[src/rtl/core/kctb_pkg.sv]
`default_nettype none

package kctb_pkg;

    // Bank size and the width of a slot index.
    localparam int SLOTS  = 8;
    localparam int SLOT_W = (SLOTS > 1) ? $clog2(SLOTS) : 1;

    // Request codes.
    localparam logic [2:0] REQ_ADD        = 3'd0;
    localparam logic [2:0] REQ_SET_PAUSED = 3'd1;
    localparam logic [2:0] REQ_DELETE     = 3'd2;
    localparam logic [2:0] REQ_DELETE_ALL = 3'd3;
    localparam logic [2:0] REQ_TICK       = 3'd4;
    localparam logic [2:0] REQ_CONFIGURE  = 3'd5;
    localparam logic [2:0] REQ_QUERY      = 3'd6;

    // Result kinds.
    localparam logic [1:0] KIND_STATUS    = 2'd0;
    localparam logic [1:0] KIND_EXPIRY    = 2'd1;
    localparam logic [1:0] KIND_TICK_DONE = 2'd2;

    // Commands from the controller to the datapath.
    typedef struct packed {
        logic capture;      // latch the incoming item
        logic exec;         // perform a single-result request and post its status
        logic sweep_start;  // point the sweep at slot zero
        logic sweep;        // process the slot under the sweep index
        logic finish;       // post the tick-finished result
    } kctb_cmd_t;

    // Status from the datapath to the controller.
    typedef struct packed {
        logic req_tick;     // the latched item is a tick
        logic out_free;     // the output register can take a result this cycle
        logic sweep_stall;  // current slot expires but the output register is busy
        logic sweep_last;   // sweep index is on the last slot
    } kctb_stat_t;

endpackage

`default_nettype wire

[src/rtl/core/kctb_ctrl.sv]
`default_nettype none

module kctb_ctrl
    import kctb_pkg::*;
(
    input  wire logic       aclk,
    input  wire logic       aresetn,
    input  wire logic       s_valid,
    output logic            s_ready,
    input  kctb_stat_t      stat,
    output kctb_cmd_t       cmd
);

    localparam logic [1:0] ST_IDLE  = 2'd0;
    localparam logic [1:0] ST_EXEC  = 2'd1;
    localparam logic [1:0] ST_SWEEP = 2'd2;
    localparam logic [1:0] ST_FIN   = 2'd3;

    logic [1:0] state_reg;
    logic [1:0] state_next;

    // State register.
    always_ff @(posedge aclk) begin
        if (!aresetn) begin
            state_reg <= ST_IDLE;
        end else begin
            state_reg <= state_next;
        end
    end

    // Next state and command decode.
    always_comb begin
        state_next = state_reg;
        cmd        = '0;
        unique case (state_reg)
            ST_IDLE: begin
                if (s_valid) begin
                    cmd.capture = 1'b1;
                    state_next  = ST_EXEC;
                end
            end
            ST_EXEC: begin
                if (stat.req_tick) begin
                    cmd.sweep_start = 1'b1;
                    state_next      = ST_SWEEP;
                end else if (stat.out_free) begin
                    cmd.exec   = 1'b1;
                    state_next = ST_IDLE;
                end
            end
            ST_SWEEP: begin
                cmd.sweep = 1'b1;
                if (!stat.sweep_stall && stat.sweep_last) begin
                    state_next = ST_FIN;
                end
            end
            ST_FIN: begin
                if (stat.out_free) begin
                    cmd.finish = 1'b1;
                    state_next = ST_IDLE;
                end
            end
            default: begin
                state_next = ST_IDLE;
            end
        endcase
    end

    assign s_ready = (state_reg == ST_IDLE);

endmodule

`default_nettype wire

[src/rtl/core/kctb_dp.sv]
`default_nettype none

module kctb_dp
    import kctb_pkg::*;
(
    input  wire logic        aclk,
    input  wire logic        aresetn,
    input  kctb_cmd_t        cmd,
    output kctb_stat_t       stat,
    input  wire logic [2:0]  s_req_type,
    input  wire logic [7:0]  s_timer_key,
    input  wire logic [31:0] s_count_ms,
    input  wire logic        s_paused,
    output logic             m_valid,
    input  wire logic        m_ready,
    output logic [1:0]       m_result_kind,
    output logic             m_status_error,
    output logic             m_running,
    output logic [7:0]       m_expired_key,
    output logic             m_last
);

    // Latched request.
    logic [2:0]  req_type_reg;
    logic [7:0]  req_key_reg;
    logic [31:0] req_count_reg;
    logic        req_paused_reg;

    // Slot bank.
    logic        slot_valid_reg  [SLOTS];
    logic [7:0]  slot_key_reg    [SLOTS];
    logic [31:0] slot_count_reg  [SLOTS];
    logic        slot_paused_reg [SLOTS];

    logic [SLOT_W-1:0] sweep_idx_reg;

    // Output register.
    logic        out_valid_reg;
    logic [1:0]  out_kind_reg;
    logic        out_err_reg;
    logic        out_run_reg;
    logic [7:0]  out_key_reg;
    logic        out_last_reg;

    logic              hit;
    logic [SLOT_W-1:0] hit_idx;
    logic              free_hit;
    logic [SLOT_W-1:0] free_idx;
    logic              out_free;
    logic [31:0]       cur_count;
    logic [31:0]       dec_count;
    logic              sweep_active;
    logic              sweep_expire;
    logic              sweep_step;
    logic              exec_err;
    logic              exec_run;
    logic              out_load;
    logic [1:0]        out_kind_next;
    logic              out_err_next;
    logic              out_run_next;
    logic [7:0]        out_key_next;
    logic              out_last_next;

    // Capture the accepted item.
    always_ff @(posedge aclk) begin
        if (cmd.capture) begin
            req_type_reg   <= s_req_type;
            req_key_reg    <= s_timer_key;
            req_count_reg  <= s_count_ms;
            req_paused_reg <= s_paused;
        end
    end

    // Lowest valid slot holding the key, and lowest free slot.
    always_comb begin
        hit      = 1'b0;
        hit_idx  = '0;
        free_hit = 1'b0;
        free_idx = '0;
        for (int i = 0; i < SLOTS; i++) begin
            if (!hit && slot_valid_reg[i] && (slot_key_reg[i] == req_key_reg)) begin
                hit     = 1'b1;
                hit_idx = SLOT_W'(i);
            end
            if (!free_hit && !slot_valid_reg[i]) begin
                free_hit = 1'b1;
                free_idx = SLOT_W'(i);
            end
        end
    end

    assign out_free = !out_valid_reg || m_ready;

    // One slot of the tick sweep: saturating decrement and expiry check.
    assign cur_count    = slot_count_reg[sweep_idx_reg];
    assign dec_count    = (cur_count == 32'd0) ? 32'd0 : cur_count - 32'd1;
    assign sweep_active = slot_valid_reg[sweep_idx_reg] && !slot_paused_reg[sweep_idx_reg];
    assign sweep_expire = sweep_active && (dec_count == 32'd0);
    assign sweep_step   = cmd.sweep && !(sweep_expire && !out_free);

    // Status of a single-result request.
    always_comb begin
        exec_err = 1'b0;
        exec_run = 1'b0;
        unique case (req_type_reg)
            REQ_ADD:        exec_err = !free_hit;
            REQ_SET_PAUSED: exec_err = !hit;
            REQ_DELETE:     exec_err = !hit;
            REQ_DELETE_ALL: exec_err = 1'b0;
            REQ_TICK:       exec_err = 1'b0;
            REQ_CONFIGURE:  exec_err = !hit && !free_hit;
            REQ_QUERY: begin
                exec_err = !hit;
                exec_run = hit && !slot_paused_reg[hit_idx];
            end
            default:        exec_err = 1'b1;
        endcase
    end

    // Slot valid marks.
    always_ff @(posedge aclk) begin
        if (!aresetn) begin
            for (int i = 0; i < SLOTS; i++) begin
                slot_valid_reg[i] <= 1'b0;
            end
        end else if (cmd.exec) begin
            case (req_type_reg)
                REQ_ADD, REQ_CONFIGURE: begin
                    if (!hit || (req_type_reg == REQ_ADD)) begin
                        if (free_hit) begin
                            slot_valid_reg[free_idx] <= 1'b1;
                        end
                    end
                end
                REQ_DELETE: begin
                    if (hit) begin
                        slot_valid_reg[hit_idx] <= 1'b0;
                    end
                end
                REQ_DELETE_ALL: begin
                    for (int i = 0; i < SLOTS; i++) begin
                        slot_valid_reg[i] <= 1'b0;
                    end
                end
                default: begin
                end
            endcase
        end
    end

    // Slot contents; only read while the slot is valid.
    always_ff @(posedge aclk) begin
        if (cmd.exec) begin
            case (req_type_reg)
                REQ_ADD: begin
                    if (free_hit) begin
                        slot_key_reg[free_idx]    <= req_key_reg;
                        slot_count_reg[free_idx]  <= req_count_reg;
                        slot_paused_reg[free_idx] <= req_paused_reg;
                    end
                end
                REQ_SET_PAUSED: begin
                    if (hit) begin
                        slot_paused_reg[hit_idx] <= req_paused_reg;
                    end
                end
                REQ_CONFIGURE: begin
                    if (hit) begin
                        slot_count_reg[hit_idx]  <= req_count_reg;
                        slot_paused_reg[hit_idx] <= req_paused_reg;
                    end else if (free_hit) begin
                        slot_key_reg[free_idx]    <= req_key_reg;
                        slot_count_reg[free_idx]  <= req_count_reg;
                        slot_paused_reg[free_idx] <= req_paused_reg;
                    end
                end
                default: begin
                end
            endcase
        end
        if (sweep_step && sweep_active) begin
            slot_count_reg[sweep_idx_reg] <= dec_count;
            if (sweep_expire) begin
                slot_paused_reg[sweep_idx_reg] <= 1'b1;
            end
        end
    end

    // Sweep index.
    always_ff @(posedge aclk) begin
        if (!aresetn) begin
            sweep_idx_reg <= '0;
        end else if (cmd.sweep_start) begin
            sweep_idx_reg <= '0;
        end else if (sweep_step) begin
            sweep_idx_reg <= sweep_idx_reg + SLOT_W'(1);
        end
    end

    // Next result.
    always_comb begin
        out_load      = 1'b0;
        out_kind_next = KIND_STATUS;
        out_err_next  = 1'b0;
        out_run_next  = 1'b0;
        out_key_next  = 8'd0;
        out_last_next = 1'b1;
        if (cmd.exec) begin
            out_load     = 1'b1;
            out_err_next = exec_err;
            out_run_next = exec_run;
        end else if (cmd.finish) begin
            out_load      = 1'b1;
            out_kind_next = KIND_TICK_DONE;
        end else if (cmd.sweep && sweep_expire && out_free) begin
            out_load      = 1'b1;
            out_kind_next = KIND_EXPIRY;
            out_key_next  = slot_key_reg[sweep_idx_reg];
            out_last_next = 1'b0;
        end
    end

    // Output register.
    always_ff @(posedge aclk) begin
        if (!aresetn) begin
            out_valid_reg <= 1'b0;
        end else if (out_load) begin
            out_valid_reg <= 1'b1;
        end else if (m_ready) begin
            out_valid_reg <= 1'b0;
        end
    end

    always_ff @(posedge aclk) begin
        if (out_load) begin
            out_kind_reg <= out_kind_next;
            out_err_reg  <= out_err_next;
            out_run_reg  <= out_run_next;
            out_key_reg  <= out_key_next;
            out_last_reg <= out_last_next;
        end
    end

    assign m_valid        = out_valid_reg;
    assign m_result_kind  = out_kind_reg;
    assign m_status_error = out_err_reg;
    assign m_running      = out_run_reg;
    assign m_expired_key  = out_key_reg;
    assign m_last         = out_last_reg;

    assign stat.req_tick    = (req_type_reg == REQ_TICK);
    assign stat.out_free    = out_free;
    assign stat.sweep_stall = sweep_expire && !out_free;
    assign stat.sweep_last  = (sweep_idx_reg == SLOT_W'(SLOTS - 1));

endmodule

`default_nettype wire

[src/rtl/core/keyed_countdown_timer_bank_core.sv]
// Bank of eight keyed countdown timers. Each request item is taken when the
// block is idle. For add, set paused, delete, delete all, configure and query,
// an accepted item is captured, then the execute state loads its single
// status item into the output register and returns to idle, so the block
// takes a new item only after it is through with the last one. A tick is
// handled by a sweep that visits one slot per cycle while no expiring slot
// waits for a busy output register. Either kind of request is held up while a
// result waits for the output register to be taken. A tick returns one expiry
// item per expiring slot, in slot order, then a tick-finished item with last
// set. The output register lets the block take the next request while a
// result is still waiting downstream.
`default_nettype none

module keyed_countdown_timer_bank_core
    import kctb_pkg::*;
(
    input  wire logic        aclk,
    input  wire logic        aresetn,
    input  wire logic        s_valid,
    output logic             s_ready,
    input  wire logic [2:0]  s_req_type,
    input  wire logic [7:0]  s_timer_key,
    input  wire logic [31:0] s_count_ms,
    input  wire logic        s_paused,
    output logic             m_valid,
    input  wire logic        m_ready,
    output logic [1:0]       m_result_kind,
    output logic             m_status_error,
    output logic             m_running,
    output logic [7:0]       m_expired_key,
    output logic             m_last
);

    kctb_cmd_t  cmd;
    kctb_stat_t stat;

    // Sequencer.
    kctb_ctrl u_ctrl (
        .aclk    (aclk),
        .aresetn (aresetn),
        .s_valid (s_valid),
        .s_ready (s_ready),
        .stat    (stat),
        .cmd     (cmd)
    );

    // Slot bank and output register.
    kctb_dp u_dp (
        .aclk           (aclk),
        .aresetn        (aresetn),
        .cmd            (cmd),
        .stat           (stat),
        .s_req_type     (s_req_type),
        .s_timer_key    (s_timer_key),
        .s_count_ms     (s_count_ms),
        .s_paused       (s_paused),
        .m_valid        (m_valid),
        .m_ready        (m_ready),
        .m_result_kind  (m_result_kind),
        .m_status_error (m_status_error),
        .m_running      (m_running),
        .m_expired_key  (m_expired_key),
        .m_last         (m_last)
    );

    // An accepted item keeps the block busy in the following cycle.
    a_busy_after_accept: assert property (
        @(posedge aclk) disable iff (!aresetn)
        (s_valid && s_ready) |=> !s_ready
    ) else $error("input accepted twice in a row");

    // Expiry items never close a request; tick-finished items always do.
    a_expiry_not_last: assert property (
        @(posedge aclk) disable iff (!aresetn)
        (m_valid && (m_result_kind == KIND_EXPIRY)) |-> !m_last
    ) else $error("expiry item marked last");

    a_tick_done_last: assert property (
        @(posedge aclk) disable iff (!aresetn)
        (m_valid && (m_result_kind == KIND_TICK_DONE)) |-> m_last
    ) else $error("tick-finished item not marked last");

    // A running answer only comes in a status item.
    a_running_status: assert property (
        @(posedge aclk) disable iff (!aresetn)
        (m_valid && m_running) |-> (m_result_kind == KIND_STATUS)
    ) else $error("running set outside a status item");

    // The sweep never stalls unless a result is waiting downstream.
    a_stall_needs_busy_out: assert property (
        @(posedge aclk) disable iff (!aresetn)
        (cmd.sweep && stat.sweep_stall) |-> (m_valid && !m_ready)
    ) else $error("sweep stalled with a free output register");

endmodule

`default_nettype wire
[config.mk]
export PLATFORM = sky130hd
export DESIGN_NAME = keyed_countdown_timer_bank_core
export DESIGN_NICKNAME = d
export VERILOG_FILES = /design/src/rtl/core/kctb_pkg.sv /design/src/rtl/core/kctb_ctrl.sv /design/src/rtl/core/kctb_dp.sv /design/src/rtl/core/keyed_countdown_timer_bank_core.sv
export SDC_FILE = /design/constraint.sdc
export NUM_CORES = 1
export LEC_CHECK = 0
export ABC_AREA = 1
export BUFFER_PORTS_ARGS = -buffer_cell sky130_fd_sc_hd__buf_2
export CAP_MARGIN = 10
export CORE_UTILIZATION = 42
export DETAILED_ROUTE_END_ITERATION = 16
export PLACE_DENSITY = 0.6
export SYNTH_ARGS = -nofsm -noshare
export SYNTH_HDL_FRONTEND = slang
export SYNTH_SLANG_ARGS = --single-unit
export TNS_END_PERCENT = 30
[constraint.sdc]
create_clock -name aclk -period 5.2 [get_ports aclk]
set_input_delay 0.26 -clock aclk [delete_from_list [all_inputs] [get_ports aclk]]
set_output_delay 0.26 -clock aclk [all_outputs]
set_load 0.01 [all_outputs]
==> key figures <==
Outcome
  • Outcome: complete, no violations

Final layout
  • Commonest cells after routing, fill and taps aside: 603 x nand2_1, 388 x edfxtp_1, 300 x inv_1
  • Area delta synth->final: 16.53%
  • Most common cell after layout, fill and taps aside: nand2_1
  • Fin nets: approximately 2.3k
  • Register Area: about 12000 um^2
  • Area taken by multi-input logic gates: ~6000 um^2
  • Layout cells sized above 1: between 8 and 9%
  • Max reg flops: around 260
  • Final Non-Filler Cells: slightly below 3k
  • # diodes: 0
  • Filler Cell Count: approximately 4.2k
  • Design Area, Final: between 20000 and 25000 um^2

Detailed routing
  • ANT nets after route: 0
  • Drt drc: 0
  • Vias: 15.01k
  • Via density: between 5 and 6
  • Per-cell routed wire length: about 19 um
  • Initial DRC count: roughly 1.5k
  • WL final: roughly 55000 um
  • DRT Pass-1 Iters: 5

Synth
  • Synth Net Count: 2175
  • Seq cells post-synth: 402
  • Post-synthesis cell area: a little under 20000 um^2
  • Sequential share of the synthesized area: 61.30%
  • Cell count after synthesis: 2124
  • Ys Warns: 0
  • Library cells used by synthesis: 41
  • Synthesized area per cell: 9.164 um^2

Timing
  • RSZ-0062 raised after global routing: false
  • Rel. slew slack: between 10% and 20%
  • Setup TNS: 0 ns
  • Setup violations, final: 0
  • Tmin final: around 4.8 ns
  • Slew Viols, Final: 0
  • Worst Max-Slew Pin Slew: roughly 1.2 ns
  • Clock Skew: slightly above 0.03 ns
  • Final Cycle Share: 92.53%
  • Hold Violations, Final: 0
  • Fmax: roughly 210 MHz
  • Worst setup margin: ~0.4 ns
  • Min Hold Slack: approximately 0.057 ns

Critical path
  • Crit path DAT: 5.00 ns
  • Critical path class: reg -> reg
  • Crit path max fanout: 68
  • Setup crit end kind: flip-flop
  • Cell Chain, Critical Path: buf_12 -> nand2_1 -> nand3_1 -> nand3_1 -> nand2_1 -> ha_1 -> nand2_1 -> nor2_2 -> nand2_2 -> nor2_1 -> a21oi_1 -> nor2_1 -> nor2_1 -> nand2_1 -> nor2_1 -> nand3_2 -> nand3_4 -> buf_4 -> o21ai_0
  • CP delay by family, top: simple AND/OR/NAND/NOR gates
  • Startpoint type of the worst setup path: flip-flop
  • CP bufs+invs: 2
  • CP peak stage delay: between 0.9 and 1 ns
  • Slowest stage cell on the critical path: o21ai_0
  • Worst EP required: between 5 and 6 ns

Floorplan
  • Die Span Y: between 200 and 250 um
  • Die W: 217.3 um
  • Initial Util: between 40% and 50%
  • Cell Rows: 78
  • Die area: between 40000 and 50000 um^2
  • IO Count: between 60 and 70
  • Core area: about 46000 um^2

Power
  • Pwr/cell area: around 320 nW/um^2
  • Static Leak: 9.376 nW
  • Max VDD drop: approximately 0.00031 V

Clock network
  • CTS tree: yes
  • Htree depth: 2
  • Clk slew on worst S/H paths: about 0.060 ns
  • Root Buffer: clkbuf_16
  • Inserted Clock Buffers: 43
  • CTS Sinks: 402
  • Clock latency at the later pin of the worst-skew pair: a little under 0.6 ns
  • CTS max path bufs: 3

Placement
  • Post-DP HPWL: about 37000 um
  • Placed Instance Area: between 20000 and 25000 um^2
  • Number of port buffers: 62
  • Routability congestion estimate: roughly 0.99
  • Inst Count DP: between 2k and 3k
  • Dpl ws: slightly below 0.4 ns

Min path
  • Min-delay worst type: in -> reg

Global routing
  • Grt total ovfl: 0
  • M1 GR Usage: between 30% and 40%
  • First-pass GRT wire length: 83790 um
  • Vias in the first global route: between 10k and 15k
  • GRT busiest layer: met2
  • GR Layer Usage met3: approximately 3.8%
  • Largest net degree at the start of global routing: around 70
  • Gr usage total: a little under a quarter
  • GRT met2 Usage: roughly two fifths
  • Initial antenna violation count: 1

Job
  • Maxcap violations: 0
per-stage QoR:
stage	util (%)	power [W]
5_1_grt	49.77	0.007534
6_report	49.77	0.007309
3_3_place_gp	45.59	0.004224
4_1_cts	49.74	0.007361
3_5_place_dp	45.62	0.004227
2_1_floorplan	-	0.004016
layer usage:
layer / vias to the layer above / wire length (um)
li1: 7254 / -
met1: 7185 / 24360
met2: 481 / 25910
met3: 85 / 2989
met4: 2 / 1555
met5: - / 11
report_power, final:
part	total [W]	internal (W)	switching (W)
sequential	0.00367	0.00363	0.0000383
combinational	0.000523	0.000156	0.000367
clock	0.00312	0.00187	0.00125
synth_stat cells (all sizes together):
cell,n,area (um^2)
o21bai,1,7.510
a41oi,1,8.760
clkinv,1,3.750
nor3b,3,22.52
nor3,13,65.06
nor4,3,18.77
buf,55,345.3
nand3b,11,82.58
o211ai,4,30.03
xnor2,5,43.79
nand3,224,1139
ha,3,37.54
inv,305,1145
nand4,24,150.1
nand2,605,2276
a21oi,26,130.1
edfxtp,388,11650
o21ai,119,595.6
clkbuf,23,86.33
o311ai,4,35.03
a2111oi,3,26.28
a221oi,1,8.760
or2,2,12.51
o2bb2ai,1,8.760
xor2,18,157.7
o221ai,6,52.55
nor2,244,928.4
dfxtp,14,280.3
a211oi,4,30.03
a31oi,1,6.260
o22ai,10,62.56
o2111ai,2,17.52
layout make-up:
type	instances	area share [%]
Multi-Input combinational cell	1338	26.57
Timing Repair Buffer	158	6.123
Inverter	306	5.069
Clock inverter	29	1.274
Tap cell	600	3.310
Sequential cell	402	52.63
Clock buffer	49	5.031
worst paths after layout:
kind / startpoint / to / slack (ns) / depth (start not counted)
worst max-delay path: flip-flop / u_dp.slot_count_reg[1][17] / 0.39 / 19
worst min-delay path: s_valid / u_ctrl.state_reg[0] / 0.06 / 3
worst max register to register: flip-flop / u_dp.slot_count_reg[1][17] / 0.39 / 19
worst min register to register: u_ctrl.state_reg[1] / u_ctrl.state_reg[1] / 0.50 / 2
cells by family after synthesis:
family / Yosys count / synth area share [%]
xor gates and xnor gates: 23 / 1.035
adders and majority gates: 3 / 0.1929
and+or+nand+nor: 1129 / 24.12
buffers and inverters: 384 / 8.118
AOI/OAI and AO/OA: 183 / 5.239
DFF: 402 / 61.30
repair_timing:
action	4_1_cts	5_1_grt
hold buffers	45	0
endpoints found under the setup margin	0	102
buffers inserted	0	0
hold endpoints to repair	45	0
resized for setup	0	1
worst min-delay path, cell delays in order:
cell and delay (ns):
buf_2 0.08, o21ai_0 0.09, nor3_1 0.15
(Power assumes the default switching activity.)
